$ cat src/rtl/core/gsc_pkg.sv
// Shared types and constants for the gamepad sample conditioner.
package gsc_pkg;

  // Field widths
  localparam int AXIS_W     = 16;
  localparam int DZ_W       = 15;
  localparam int TRIG_W     = 8;
  localparam int BTN_W      = 16;
  localparam int NUM_W      = 30;   // (|v| - dz) * 32767 fits in 30 bits
  localparam int QUO_W      = 15;   // quotient width below the saturation point
  localparam int AXES       = 4;
  localparam int AX_IDX_W   = 2;
  localparam int ITER_W     = 4;
  localparam int CFG_IDX_W  = 2;
  localparam int CFG_DATA_W = 15;

  // Full-scale axis magnitude
  localparam logic [DZ_W-1:0] AXIS_FULL = 15'd32767;

  // Sprint button position in the button word
  localparam int SPRINT_BIT = 12;

  // Register reset values
  localparam logic [DZ_W-1:0]   LEFT_DZ_RST   = 15'd7849;
  localparam logic [DZ_W-1:0]   RIGHT_DZ_RST  = 15'd8689;
  localparam logic [TRIG_W-1:0] AIM_THR_RST   = 8'd30;
  localparam logic [TRIG_W-1:0] SHOOT_THR_RST = 8'd30;

  // Register map
  typedef enum logic [CFG_IDX_W-1:0] {
    CFG_LEFT_DZ   = 2'd0,
    CFG_RIGHT_DZ  = 2'd1,
    CFG_AIM_THR   = 2'd2,
    CFG_SHOOT_THR = 2'd3
  } cfg_idx_t;

  // Commands from the controller to the datapath
  typedef struct packed {
    logic                load;     // capture input word
    logic                setup;    // magnitude, deadzone compare, divisor
    logic                mul;      // scale by full range
    logic                prep;     // saturation check, divider load
    logic                step;     // one quotient bit
    logic                wb;       // write conditioned axis
    logic                publish;  // move results to output registers
    logic [AX_IDX_W-1:0] axis;     // axis under work
  } dp_cmd_t;

  // Status from the datapath to the controller
  typedef struct packed {
    logic skip;  // axis result known without dividing
  } dp_status_t;

endpackage

$ cat src/rtl/core/gsc_div.sv
// Restoring divider, one quotient bit per step, for a quotient below 2^15.
module gsc_div import gsc_pkg::*; (
  input  logic              clk,
  input  logic              start,
  input  logic              step,
  input  logic [NUM_W-1:0]  num,
  input  logic [DZ_W-1:0]   den,
  output logic [QUO_W-1:0]  quo
);

  logic [DZ_W-1:0]  rem_r, rem_nxt;
  logic [QUO_W-1:0] low_r, low_nxt;
  logic [QUO_W-1:0] quo_r, quo_nxt;
  logic [DZ_W+1:0]  trial;
  logic             fits;

  // Trial subtract of the divisor from the shifted remainder
  assign trial = {1'b0, rem_r, low_r[QUO_W-1]} - {2'b00, den};
  assign fits  = ~trial[DZ_W+1];

  always_comb begin
    rem_nxt = rem_r;
    low_nxt = low_r;
    quo_nxt = quo_r;
    if (start) begin
      // upper half is already below the divisor when not saturating
      rem_nxt = num[NUM_W-1:QUO_W];
      low_nxt = num[QUO_W-1:0];
      quo_nxt = '0;
    end else if (step) begin
      rem_nxt = fits ? trial[DZ_W-1:0] : {rem_r[DZ_W-2:0], low_r[QUO_W-1]};
      low_nxt = {low_r[QUO_W-2:0], 1'b0};
      quo_nxt = {quo_r[QUO_W-2:0], fits};
    end
  end

  always_ff @(posedge clk) begin
    rem_r <= rem_nxt;
    low_r <= low_nxt;
    quo_r <= quo_nxt;
  end

  assign quo = quo_r;

endmodule

$ cat src/rtl/core/gsc_datapath.sv
// Datapath: config registers, sample capture, axis conditioning, output registers.
module gsc_datapath import gsc_pkg::*; (
  input  logic                     clk,
  input  logic                     rst_n,
  // config write
  input  logic                     cfg_we,
  input  logic [CFG_IDX_W-1:0]     cfg_index,
  input  logic [CFG_DATA_W-1:0]    cfg_data,
  // input word
  input  logic                     in_connected,
  input  logic [BTN_W-1:0]         in_button_bits,
  input  logic signed [AXIS_W-1:0] in_left_x_raw,
  input  logic signed [AXIS_W-1:0] in_left_y_raw,
  input  logic signed [AXIS_W-1:0] in_right_x_raw,
  input  logic signed [AXIS_W-1:0] in_right_y_raw,
  input  logic [TRIG_W-1:0]        in_left_trigger_raw,
  input  logic [TRIG_W-1:0]        in_right_trigger_raw,
  // control
  input  dp_cmd_t                  cmd,
  output dp_status_t               status,
  // result word
  output logic [BTN_W-1:0]         out_buttons_out,
  output logic signed [AXIS_W-1:0] out_left_x_out,
  output logic signed [AXIS_W-1:0] out_left_y_out,
  output logic signed [AXIS_W-1:0] out_right_x_out,
  output logic signed [AXIS_W-1:0] out_right_y_out,
  output logic [TRIG_W-1:0]        out_left_trigger_out,
  output logic [TRIG_W-1:0]        out_right_trigger_out,
  output logic                     out_aiming,
  output logic                     out_shooting,
  output logic                     out_sprinting,
  output logic [BTN_W-1:0]         out_pressed_mask,
  output logic [BTN_W-1:0]         out_released_mask
);

  // config registers
  logic [DZ_W-1:0]   left_dz_r, right_dz_r;
  logic [TRIG_W-1:0] aim_thr_r, shoot_thr_r;
  logic [BTN_W-1:0]  prev_btn_r;

  // captured word
  logic              conn_r;
  logic [BTN_W-1:0]  btn_r, pressed_r, released_r;
  logic [TRIG_W-1:0] lt_r, rt_r;
  logic              aim_r, shoot_r;
  logic [AXIS_W-1:0] raw_r [AXES];
  logic [AXIS_W-1:0] res_r [AXES];

  // axis pipeline
  logic              neg_r, zero_r, sat_r;
  logic [AXIS_W-1:0] diff_r;
  logic [DZ_W-1:0]   den_r;
  logic [NUM_W-1:0]  num_r;

  // output registers
  logic [BTN_W-1:0]  o_btn_r, o_pressed_r, o_released_r;
  logic [TRIG_W-1:0] o_lt_r, o_rt_r;
  logic              o_aim_r, o_shoot_r, o_sprint_r;
  logic [AXIS_W-1:0] o_axis_r [AXES];

  // combinational helpers
  logic [BTN_W-1:0]  btn_m;
  logic [TRIG_W-1:0] lt_m, rt_m;
  logic [AXIS_W-1:0] raw_sel, mag, diff;
  logic [DZ_W-1:0]   dz_sel, den_raw, den;
  logic              below;
  logic [NUM_W:0]    prod;
  logic              sat_now;
  logic [QUO_W-1:0]  quo, mag_res;
  logic [AXIS_W-1:0] axis_res;

  // config writes
  always_ff @(posedge clk) begin
    if (!rst_n) begin
      left_dz_r   <= LEFT_DZ_RST;
      right_dz_r  <= RIGHT_DZ_RST;
      aim_thr_r   <= AIM_THR_RST;
      shoot_thr_r <= SHOOT_THR_RST;
    end else if (cfg_we) begin
      unique case (cfg_idx_t'(cfg_index))
        CFG_LEFT_DZ:   left_dz_r   <= cfg_data;
        CFG_RIGHT_DZ:  right_dz_r  <= cfg_data;
        CFG_AIM_THR:   aim_thr_r   <= cfg_data[TRIG_W-1:0];
        CFG_SHOOT_THR: shoot_thr_r <= cfg_data[TRIG_W-1:0];
        default: ;
      endcase
    end
  end

  // disconnected sample reads as all zeros
  assign btn_m = in_connected ? in_button_bits : '0;
  assign lt_m  = in_connected ? in_left_trigger_raw : '0;
  assign rt_m  = in_connected ? in_right_trigger_raw : '0;

  // previous button word
  always_ff @(posedge clk) begin
    if (!rst_n) begin
      prev_btn_r <= '0;
    end else if (cmd.load) begin
      prev_btn_r <= btn_m;
    end
  end

  // capture, with flags and edge masks worked out on the way in
  always_ff @(posedge clk) begin
    if (cmd.load) begin
      conn_r     <= in_connected;
      btn_r      <= btn_m;
      lt_r       <= lt_m;
      rt_r       <= rt_m;
      aim_r      <= lt_m > aim_thr_r;
      shoot_r    <= rt_m > shoot_thr_r;
      pressed_r  <= btn_m & ~prev_btn_r;
      released_r <= ~btn_m & prev_btn_r;
      raw_r[0]   <= in_left_x_raw;
      raw_r[1]   <= in_left_y_raw;
      raw_r[2]   <= in_right_x_raw;
      raw_r[3]   <= in_right_y_raw;
    end
  end

  // setup: magnitude, deadzone compare, divisor
  assign raw_sel = raw_r[cmd.axis];
  assign dz_sel  = cmd.axis[AX_IDX_W-1] ? right_dz_r : left_dz_r;
  assign mag     = raw_sel[AXIS_W-1] ? (AXIS_W'(0) - raw_sel) : raw_sel;
  assign below   = mag < {1'b0, dz_sel};
  assign diff    = mag - {1'b0, dz_sel};
  assign den_raw = AXIS_FULL - dz_sel;
  assign den     = (den_raw == '0) ? DZ_W'(1) : den_raw;

  // scale: diff * 32767 as a shift and subtract
  assign prod = {diff, {QUO_W{1'b0}}} - {{QUO_W{1'b0}}, diff};

  // quotient would exceed full scale
  assign sat_now = num_r >= {den_r, {QUO_W{1'b0}}};
  assign status.skip = zero_r | sat_now;

  always_ff @(posedge clk) begin
    if (cmd.setup) begin
      neg_r  <= raw_sel[AXIS_W-1];
      zero_r <= below | ~conn_r;
      diff_r <= diff;
      den_r  <= den;
    end
    if (cmd.mul) begin
      num_r <= prod[NUM_W-1:0];
    end
    if (cmd.prep) begin
      sat_r <= sat_now;
    end
  end

  gsc_div u_div (
    .clk   (clk),
    .start (cmd.prep),
    .step  (cmd.step),
    .num   (num_r),
    .den   (den_r),
    .quo   (quo)
  );

  // write back with sign restored
  assign mag_res  = zero_r ? '0 : (sat_r ? AXIS_FULL : quo);
  assign axis_res = neg_r ? (AXIS_W'(0) - {1'b0, mag_res}) : {1'b0, mag_res};

  always_ff @(posedge clk) begin
    if (cmd.wb) begin
      res_r[cmd.axis] <= axis_res;
    end
  end

  // output registers
  always_ff @(posedge clk) begin
    if (cmd.publish) begin
      o_btn_r      <= btn_r;
      o_pressed_r  <= pressed_r;
      o_released_r <= released_r;
      o_lt_r       <= lt_r;
      o_rt_r       <= rt_r;
      o_aim_r      <= aim_r;
      o_shoot_r    <= shoot_r;
      o_sprint_r   <= btn_r[SPRINT_BIT];
      o_axis_r[0]  <= res_r[0];
      o_axis_r[1]  <= res_r[1];
      o_axis_r[2]  <= res_r[2];
      o_axis_r[3]  <= res_r[3];
    end
  end

  assign out_buttons_out       = o_btn_r;
  assign out_left_x_out        = o_axis_r[0];
  assign out_left_y_out        = o_axis_r[1];
  assign out_right_x_out       = o_axis_r[2];
  assign out_right_y_out       = o_axis_r[3];
  assign out_left_trigger_out  = o_lt_r;
  assign out_right_trigger_out = o_rt_r;
  assign out_aiming            = o_aim_r;
  assign out_shooting          = o_shoot_r;
  assign out_sprinting         = o_sprint_r;
  assign out_pressed_mask      = o_pressed_r;
  assign out_released_mask     = o_released_r;

endmodule

$ cat src/rtl/core/gsc_ctrl.sv
// Controller: sequences the four axes through the shared divider and runs the handshakes.
module gsc_ctrl import gsc_pkg::*; (
  input  logic       clk,
  input  logic       rst_n,
  input  logic       in_valid,
  output logic       in_ready,
  output logic       out_valid,
  input  logic       out_ready,
  input  dp_status_t status,
  output dp_cmd_t    cmd
);

  typedef enum logic [6:0] {
    S_IDLE    = 7'b0000001,
    S_SETUP   = 7'b0000010,
    S_MUL     = 7'b0000100,
    S_PREP    = 7'b0001000,
    S_DIV     = 7'b0010000,
    S_WB      = 7'b0100000,
    S_PUBLISH = 7'b1000000
  } state_t;

  localparam logic [ITER_W-1:0]   ITER_LAST = ITER_W'(QUO_W - 1);
  localparam logic [AX_IDX_W-1:0] AXIS_LAST = AX_IDX_W'(AXES - 1);

  state_t              state_r, state_nxt;
  logic [AX_IDX_W-1:0] axis_r, axis_nxt;
  logic [ITER_W-1:0]   iter_r, iter_nxt;
  logic                out_valid_r, out_valid_nxt;
  logic                wb_now;

  assign in_ready  = (state_r == S_IDLE);
  assign out_valid = out_valid_r;

  // next state and commands
  always_comb begin
    state_nxt   = state_r;
    axis_nxt    = axis_r;
    iter_nxt    = iter_r;
    wb_now      = 1'b0;
    cmd         = '0;
    cmd.axis    = axis_r;
    unique case (state_r)
      S_IDLE: begin
        if (in_valid) begin
          cmd.load  = 1'b1;
          axis_nxt  = '0;
          state_nxt = S_SETUP;
        end
      end
      S_SETUP: begin
        cmd.setup = 1'b1;
        state_nxt = S_MUL;
      end
      S_MUL: begin
        cmd.mul   = 1'b1;
        state_nxt = S_PREP;
      end
      S_PREP: begin
        cmd.prep = 1'b1;
        iter_nxt = '0;
        if (status.skip) begin
          state_nxt = S_WB;
        end else begin
          state_nxt = S_DIV;
        end
      end
      S_DIV: begin
        cmd.step = 1'b1;
        iter_nxt = iter_r + 1'b1;
        if (iter_r == ITER_LAST) begin
          state_nxt = S_WB;
        end
      end
      S_WB: begin
        wb_now = 1'b1;
      end
      S_PUBLISH: begin
        if (!out_valid_r || out_ready) begin
          cmd.publish = 1'b1;
          state_nxt   = S_IDLE;
        end
      end
      default: state_nxt = S_IDLE;
    endcase

    // write back once the saturation flag and, when dividing, all quotient bits are registered
    if (wb_now) begin
      cmd.wb = 1'b1;
      if (axis_r == AXIS_LAST) begin
        state_nxt = S_PUBLISH;
      end else begin
        axis_nxt  = axis_r + 1'b1;
        state_nxt = S_SETUP;
      end
    end
  end

  // output word valid
  always_comb begin
    out_valid_nxt = out_valid_r;
    if (cmd.publish) begin
      out_valid_nxt = 1'b1;
    end else if (out_ready) begin
      out_valid_nxt = 1'b0;
    end
  end

  always_ff @(posedge clk) begin
    if (!rst_n) begin
      state_r     <= S_IDLE;
      axis_r      <= '0;
      iter_r      <= '0;
      out_valid_r <= 1'b0;
    end else begin
      state_r     <= state_nxt;
      axis_r      <= axis_nxt;
      iter_r      <= iter_nxt;
      out_valid_r <= out_valid_nxt;
    end
  end

  // accepted word always starts at the first axis
  a_load_starts: assert property (@(posedge clk) disable iff (!rst_n)
    (in_valid && in_ready) |=> (state_r == S_SETUP && axis_r == '0))
    else $error("accepted word did not start at axis zero");

  // divider never runs past the quotient width
  a_iter_bound: assert property (@(posedge clk) disable iff (!rst_n)
    (state_r == S_DIV) |-> (iter_r <= ITER_LAST))
    else $error("divider step count overran");

  // result only moves into a free or draining output slot
  a_publish_free: assert property (@(posedge clk) disable iff (!rst_n)
    cmd.publish |-> (!out_valid_r || out_ready))
    else $error("output word overwritten");

  // last axis write-back leads to publishing
  a_last_axis: assert property (@(posedge clk) disable iff (!rst_n)
    (cmd.wb && axis_r == AXIS_LAST) |=> (state_r == S_PUBLISH))
    else $error("missed publish after last axis");

endmodule

$ cat src/rtl/core/gamepad_sample_conditioner_unit.sv
// Top level of the gamepad sample conditioner.
// One sample word is taken at a time. The time from acceptance to the next acceptance is
// set by the single restoring divider shared by the four axes, one quotient bit per cycle,
// with setup, multiply, saturation check and write-back around it; an axis skips the divider
// when it falls inside the deadzone or saturates, or when the sample is disconnected. The
// finished word sits in an output register, so the next sample is taken while it waits;
// publishing a word waits for the previous one to leave that register. Configuration is
// always ready; write it only while no sample is in flight, and it applies to the next
// accepted sample.
module gamepad_sample_conditioner_unit import gsc_pkg::*; (
  input  logic                     clk,
  input  logic                     rst_n,
  // config channel
  input  logic                     cfg_valid,
  output logic                     cfg_ready,
  input  logic [CFG_IDX_W-1:0]     cfg_index,
  input  logic [CFG_DATA_W-1:0]    cfg_data,
  // input channel
  input  logic                     in_valid,
  output logic                     in_ready,
  input  logic                     in_connected,
  input  logic [BTN_W-1:0]         in_button_bits,
  input  logic signed [AXIS_W-1:0] in_left_x_raw,
  input  logic signed [AXIS_W-1:0] in_left_y_raw,
  input  logic signed [AXIS_W-1:0] in_right_x_raw,
  input  logic signed [AXIS_W-1:0] in_right_y_raw,
  input  logic [TRIG_W-1:0]        in_left_trigger_raw,
  input  logic [TRIG_W-1:0]        in_right_trigger_raw,
  // result channel
  output logic                     out_valid,
  input  logic                     out_ready,
  output logic [BTN_W-1:0]         out_buttons_out,
  output logic signed [AXIS_W-1:0] out_left_x_out,
  output logic signed [AXIS_W-1:0] out_left_y_out,
  output logic signed [AXIS_W-1:0] out_right_x_out,
  output logic signed [AXIS_W-1:0] out_right_y_out,
  output logic [TRIG_W-1:0]        out_left_trigger_out,
  output logic [TRIG_W-1:0]        out_right_trigger_out,
  output logic                     out_aiming,
  output logic                     out_shooting,
  output logic                     out_sprinting,
  output logic [BTN_W-1:0]         out_pressed_mask,
  output logic [BTN_W-1:0]         out_released_mask
);

  dp_cmd_t    cmd;
  dp_status_t status;

  assign cfg_ready = 1'b1;

  // sequencer
  gsc_ctrl u_ctrl (
    .clk       (clk),
    .rst_n     (rst_n),
    .in_valid  (in_valid),
    .in_ready  (in_ready),
    .out_valid (out_valid),
    .out_ready (out_ready),
    .status    (status),
    .cmd       (cmd)
  );

  // datapath
  gsc_datapath u_dp (
    .clk                   (clk),
    .rst_n                 (rst_n),
    .cfg_we                (cfg_valid & cfg_ready),
    .cfg_index             (cfg_index),
    .cfg_data              (cfg_data),
    .in_connected          (in_connected),
    .in_button_bits        (in_button_bits),
    .in_left_x_raw         (in_left_x_raw),
    .in_left_y_raw         (in_left_y_raw),
    .in_right_x_raw        (in_right_x_raw),
    .in_right_y_raw        (in_right_y_raw),
    .in_left_trigger_raw   (in_left_trigger_raw),
    .in_right_trigger_raw  (in_right_trigger_raw),
    .cmd                   (cmd),
    .status                (status),
    .out_buttons_out       (out_buttons_out),
    .out_left_x_out        (out_left_x_out),
    .out_left_y_out        (out_left_y_out),
    .out_right_x_out       (out_right_x_out),
    .out_right_y_out       (out_right_y_out),
    .out_left_trigger_out  (out_left_trigger_out),
    .out_right_trigger_out (out_right_trigger_out),
    .out_aiming            (out_aiming),
    .out_shooting          (out_shooting),
    .out_sprinting         (out_sprinting),
    .out_pressed_mask      (out_pressed_mask),
    .out_released_mask     (out_released_mask)
  );

endmodule

$ cat config.mk
export PLATFORM = sky130hd
export DESIGN_NAME = gamepad_sample_conditioner_unit
export DESIGN_NICKNAME = d
export VERILOG_FILES = /design/src/rtl/core/gsc_pkg.sv /design/src/rtl/core/gsc_div.sv /design/src/rtl/core/gsc_datapath.sv /design/src/rtl/core/gsc_ctrl.sv /design/src/rtl/core/gamepad_sample_conditioner_unit.sv
export SDC_FILE = /design/constraint.sdc
export NUM_CORES = 1
export LEC_CHECK = 0
export ABC_AREA = 1
export BUFFER_PORTS_ARGS = -buffer_cell sky130_fd_sc_hd__buf_4
export CAP_MARGIN = 40
export CORE_AREA = 2 2 286 147
export CTS_BUF_LIST = sky130_fd_sc_hd__clkbuf_4 sky130_fd_sc_hd__clkbuf_8
export DETAILED_ROUTE_END_ITERATION = 10
export DIE_AREA = 0 0 288 149
export PLACE_DENSITY = 0.79
export SLEW_MARGIN = 20
export SYNTH_ARGS = -nofsm -noshare
export SYNTH_HDL_FRONTEND = slang
export SYNTH_HIERARCHICAL = 1
export SYNTH_SLANG_ARGS = --single-unit
export TNS_END_PERCENT = 10
$ cat constraint.sdc
create_clock -name clk -period 7.2 [get_ports clk]
set_clock_uncertainty 0.05 [all_clocks]
set_input_delay 0.36 -clock clk [delete_from_list [all_inputs] [get_ports clk]]
set_output_delay 0.36 -clock clk [all_outputs]
set_load 0.01 [all_outputs]
**After elaboration in Yosys (flattened, before gate mapping)**

Memory sizes are Yosys's and may differ from the RTL's. A register that Yosys moved wholly into a read port is not among the register bits.
Index checks and enable logic that the tools add are counted.

- Register bits: 303
- Memory bits (writable): 192
- Output and inout bits: 134
- Word-level logic and storage cells: 128
- Memories kept: 3

- $add $sub $neg: 8
- Order comparisons: 4
- Equality and inequality tests: 16
- Multiplexer cells: 44
- Bitwise logic cells: 8
- Reduce and logical (&&, ||, !) cells: 12

Memory list:

| name | words | bits a word | read ports | clocked after Yosys merged registers in | wr ports | line | RTL |
|---|---|---|---|---|---|---|---|
| u_dp.o_axis_r | 4 | 16 | 4 | 0 | 4 | gsc_datapath.sv:59 | `logic [AXIS_W-1:0] o_axis_r [AXES];` |
| u_dp.raw_r | 4 | 16 | 1 | 1 | 4 | gsc_datapath.sv:46 | `logic [AXIS_W-1:0] raw_r [AXES];` |
| u_dp.res_r | 4 | 16 | 4 | 0 | 1 | gsc_datapath.sv:47 | `logic [AXIS_W-1:0] res_r [AXES];` |

Operators by type and width:

| kind | number |
|---|---|
| $mux 15 | 8 |
| $pmux 7 s7 | 1 |
| $mux 16 | 3 |
| $mux 7 | 5 |
| $and 16x16->16 | 2 |
| $not 16->16 | 2 |
| $ge 30x30->1 | 1 |
| $sub 30x16->30 | 1 |
| $mux 1 | 18 |
| $sub 16x15->17 | 1 |
| $gt 8x8->1 | 2 |
| $lt 16x15->1 | 1 |
| $mux 8 | 2 |
| $sub 1x15->16 const A | 1 |
| $sub 1x16->16 const A | 1 |
| $sub 16x15->16 | 1 |
| $logic_not 15->1 | 1 |
| $sub 15x15->15 const A | 1 |
| $mux 2 | 5 |
| $pmux 4 s2 | 1 |
| $reduce_and 2->1 | 4 |
| $eq 7x1->1 const B | 1 |
| $eq 7x2->1 const B | 1 |
| $eq 7x3->1 const B | 1 |
| 20 further kinds | 27 |

**Depth between registers and ports, before layout**

- Word-level depth: 6
- Gate-level depth with buffers: 34

**Modules after synthesis**

The synthesis kept the hierarchy.

By module, submodules not included:

| module | times used | cells an instance | area an instance (um^2) | seq. area each (um^2) |
|---|---|---|---|---|
| gsc_datapath | 1 | 1559 | 18144.9 | 12441.9 |
| gsc_div | 1 | 413 | 2981.6 | 1201.2 |
| gsc_ctrl | 1 | 118 | 820.8 | 280.3 |
| gamepad_sample_conditioner_unit | 1 | 2 | 11.3 | 0.0 |

**Worst setup path after synthesis**

OpenSTA, ideal clock, no wires.

- Path type: flip-flop to flip-flop
- Start: register u_ctrl.state_r[0]
- End: register u_dp.prev_btn_r[0]
- Arrival: 7.146 ns
- Data required time: 7.058 ns
- Slack: -0.089 ns
- Cell stages (with the launch flop): 7
- Buffers on the path: 0
- Cells stage by stage: dfxtp_1 nand2_1 nor2_2 nand2_2 nor2_1 o21ai_0 a21oi_1

RTL lines:

| item | line | RTL |
|---|---|---|
| from (decl) | gsc_ctrl.sv:26 | `state_t state_r, state_nxt;` |
| from (signal assigned) | gsc_ctrl.sv:116 | `state_r <= state_nxt;` |
| to (signal assigned) | gsc_datapath.sv:100 | `prev_btn_r <= btn_m;` |
| to (decl) | gsc_datapath.sv:39 | `logic [BTN_W-1:0] prev_btn_r;` |

==> reports/metrics.cfg <==
[routing]
wl_um = 57700
met3RoutedLength_um = 5490
initialDrtViolationCount = 1982
wirelength_met1_um = 26500
highest_routed_layer = met4
routed_wire_length_per_instance_um = 18.6
ant_nets = 0
wl_met2_um = 24400
route.detailed.vias_per_inst = 5.32
route.detailed.drc = 0
dr_total_vias = 16500
drt_pre_antenna_iters = 6

[hold_path]
hold_class = input port to flip-flop

[finish]
drive_above_1_share = 0.189
fillerInstances = 2999
area_delta_synth_final_pct = 23.3
num-nets-final = 2685

[yosys]
synth_top_area_frac = 0.551
post_synth_instance_area_um2 = 22000
synth_cell_types = 53
synth_top_cells_by_count = sky130_fd_sc_hd__nand2_1 (479), sky130_fd_sc_hd__edfxtp_1 (403), sky130_fd_sc_hd__inv_1 (293)
synth_top_area_cell = sky130_fd_sc_hd__edfxtp_1
share_of_the_yosys_chip_area_belonging_to_registers = 0.634
yosysWarnings = 6
synth.most_common_cell = sky130_fd_sc_hd__nand2_1
synth-edff-count = 403
syn_inst = 2092
synth_flop_cell = sky130_fd_sc_hd__edfxtp_1
synth.top_cells.by_area = sky130_fd_sc_hd__edfxtp_1 (55%), sky130_fd_sc_hd__dfxtp_1 (8.3%), sky130_fd_sc_hd__nand2_1 (8.2%)
synth_nets = 2281
ys_seq_elements = 494
synth.avg_cell_area_um2 = 10.5
postSynth.asyncResetShare = 0

[sta]
rsz0062_at_grt = no
layout_min_cycle_time_ns = 5.56
timing.fmax_ghz = 0.180
tightestPinTransition_ns = 0.882
finalHoldViolations = 0
fin_tns_setup_ns = 0
maxSlewHeadroom = 0.406
drv_slew = 0
final.period_utilization = 0.772
report.final.setup_viol = 0

[power]
vdd.ir_drop.worst_mv = 0.157
switching_share = 0.290
comb_power_share = 0.174
leakagePower_nw = 11.8
power_mw = 6.84
cellInternalPower_mw = 4.86
p_per_area_nw_per_um2 = 253
power_frac_seq = 0.494
net-switching-power_mw = 1.99
power_frac_clock = 0.332

[critical_path]
cp_max_fo = 14
worst_setup_path_start_kind = flip-flop
critPathArrivalTime_ns = 5.88
path_delay_family = simple AND/OR/NAND/NOR gates
cp-end-kind = flip-flop
timing.critical_path.buf_inv = 5
cp_slowest_stage_delay_ns = 0.60
worst-setup-path-type = flip-flop to flip-flop
critical-path-top-cell-by-count = sky130_fd_sc_hd__nand2_1
cp_data_required_time_ns = 7.53
critical-path-slowest-cell = sky130_fd_sc_hd__dfxtp_1

[job]
max-cap-violations = 0

[grt]
antenna_found_initial = 3
grt_max_degree = 72
grt_pass1_vias = 15900
grt_pass1_wl_um = 88400
globalRoute.totalOverflow = 0
grt_util_all_layers = 0.272

[floorplanning]
die_height_um = 149
die_width_um = 288
io_pins = 253
core_um2 = 40800
design.die.area_um2 = 42900
starting_density_of_the_core = 0.538
rows = 53

[cts]
cts_buffers = 69
tritoncts = done
clkLatencyLatePin_ns = 0.65
ctsResizeCount = 0
clock_path_buffers = 3
htreeDepth = 3
cts.sink_count = 494
cts.root.buffer_cell = sky130_fd_sc_hd__clkbuf_8
worst_setup_hold_path_clk_slew_ns = 0.07

[placed_design]
detailed_place_hpwl_um = 41000
portBuffers = 251
routabilityCongestion = 0.952

[outcome]
run_status = finished, final reports clean

==> cells by family (layout without fill, tap and decap cells) <==
| kind of cell | count (synthesis) | count (layout) | share of synthesized area |
|---|---|---|---|
| xor gates and xnor gates | 42 | 42 | 0.0176 |
| muxes | 24 | 24 | 0.0109 |
| buffers and inverters | 354 | 812 | 0.0636 |
| and+or+nand+nor | 916 | 916 | 0.185 |
| adders and majority gates | 70 | 70 | 0.0406 |
| AOI/OAI and AO/OA | 191 | 191 | 0.0477 |
| other | 1 | 4 | 0.000171 |
| DFF | 494 | 494 | 0.634 |
==> power groups by stage <==
stage	sequential (mW)	clock, mW	combinational (mW)
6_report	3.38	2.27	1.19
3_3_place_gp	3.44	0	1.06
4_1_cts	3.38	2.31	1.14
3_5_place_dp	3.44	0	1.09
2_1_floorplan	3.43	0	0.745
5_1_grt	3.39	2.45	1.31
==> state kept, by name (all words and copies together) (netlist names), 15 cells and up <==
signal,cells
u_dp/btn_r,16
u_dp/den_r,15
u_dp/left_dz_r,15
u_dp/num_r,30
u_dp/o_axis_r,64
u_dp/out_buttons_out,16
u_dp/out_pressed_mask,16
u_dp/out_released_mask,16
u_dp/pressed_r,16
u_dp/prev_btn_r,16
u_dp/raw_r,64
u_dp/released_r,16
u_dp/res_r,64
u_dp/right_dz_r,15
u_dp/u_div/low_r,15
u_dp/u_div/quo,15
u_dp/u_div/rem_r,15
==> placed cells by master (no fill, tap or decap), types with 6 or more instances in the layout <==
cell type / instances
sky130_fd_sc_hd__edfxtp_1: 403
sky130_fd_sc_hd__nand3b_1: 16
sky130_fd_sc_hd__nand3_2: 7
sky130_fd_sc_hd__o211ai_1: 6
sky130_fd_sc_hd__inv_1: 293
sky130_fd_sc_hd__nor3_1: 23
sky130_fd_sc_hd__xnor2_1: 9
sky130_fd_sc_hd__dfxtp_1: 90
sky130_fd_sc_hd__nand2_2: 29
sky130_fd_sc_hd__clkbuf_8: 73
sky130_fd_sc_hd__nor4_1: 6
sky130_fd_sc_hd__xor2_1: 32
sky130_fd_sc_hd__o22ai_1: 15
sky130_fd_sc_hd__o21ai_0: 83
sky130_fd_sc_hd__clkbuf_4: 31
sky130_fd_sc_hd__nand3_1: 105
sky130_fd_sc_hd__inv_2: 14
sky130_fd_sc_hd__nand2_1: 479
sky130_fd_sc_hd__nor2_2: 16
sky130_fd_sc_hd__clkinv_1: 9
sky130_fd_sc_hd__buf_4: 262
sky130_fd_sc_hd__nand4_1: 29
sky130_fd_sc_hd__a21oi_1: 66
sky130_fd_sc_hd__ha_1: 68
sky130_fd_sc_hd__dlygate4sd3_1: 108
sky130_fd_sc_hd__mux2i_1: 24
sky130_fd_sc_hd__nor2_1: 178
==> metrics by stage <==
| step | setup WS, ns | std cells | util | cell area [um^2] | hold WS (ns) |
|---|---|---|---|---|---|
| floorplan | 2.30 | 2092 | - | 22000 | 0.350 |
| global placement | 1.99 | 2859 | 0.597 | 24400 | 0.351 |
| detailed placement | 1.80 | 2866 | 0.601 | 24500 | 0.355 |
| CTS | 1.76 | 3099 | 0.662 | 27000 | 0.00292 |
| global route | 1.10 | 3103 | 0.663 | 27100 | 0.00513 |
| finish | 1.64 | 3103 | 0.663 | 27100 | 0.0341 |
==> final timing paths <==
| path | depth (start not counted) | to | from | slack, ns |
|---|---|---|---|---|
| max reg2reg | 29 | u_dp/num_r[29] | u_ctrl/axis_r[0] | 1.64 |
| max | 29 | u_dp/num_r[29] | u_ctrl/axis_r[0] | 1.64 |
| min | 4 | u_ctrl/out_valid | out_ready | 0.03 |
| min reg2reg | 0 | u_dp/out_released_mask[13] | u_dp/released_r[13] | 0.36 |
==> worst reg2reg max path: cells and delay by family, from the launching register on <==
kind            cells  cell delay (ns)
xor+xnor            2             0.32
fa+ha+maj           3             0.84
simple gates       17             2.45
buf+inv             5             0.80
compound gates      2             0.23
flops               1             0.60
==> timing repair <==
action | 4_1_cts | 5_1_grt
hold buffers | 108 | 0
setup buffers | 0 | 0
endpoints found under the hold margin | 149 | 0
==> routing by layer <==
layer,global-route usage,vias to the layer above
li1,-,7807
met5,0,-
met2,0.391,743
met3,0.0719,95
met4,0.0775,0
met1,0.407,7851
==> area by class of cell <==
cell class / count / area, um^2 / share of cell area
multi-input cells: 1244 / 6670 / 0.246
inverters: 309 / 1160 / 0.0429
flip-flops and latches: 494 / 13900 / 0.514
clock inverters: 21 / 183 / 0.00675
diodes: 3 / 7.51 / 0.000277
clock buffers: 104 / 1240 / 0.0457
repair buffers: 378 / 3200 / 0.118
well taps: 550 / 688 / 0.0254
(Power assumes the default switching activity.)
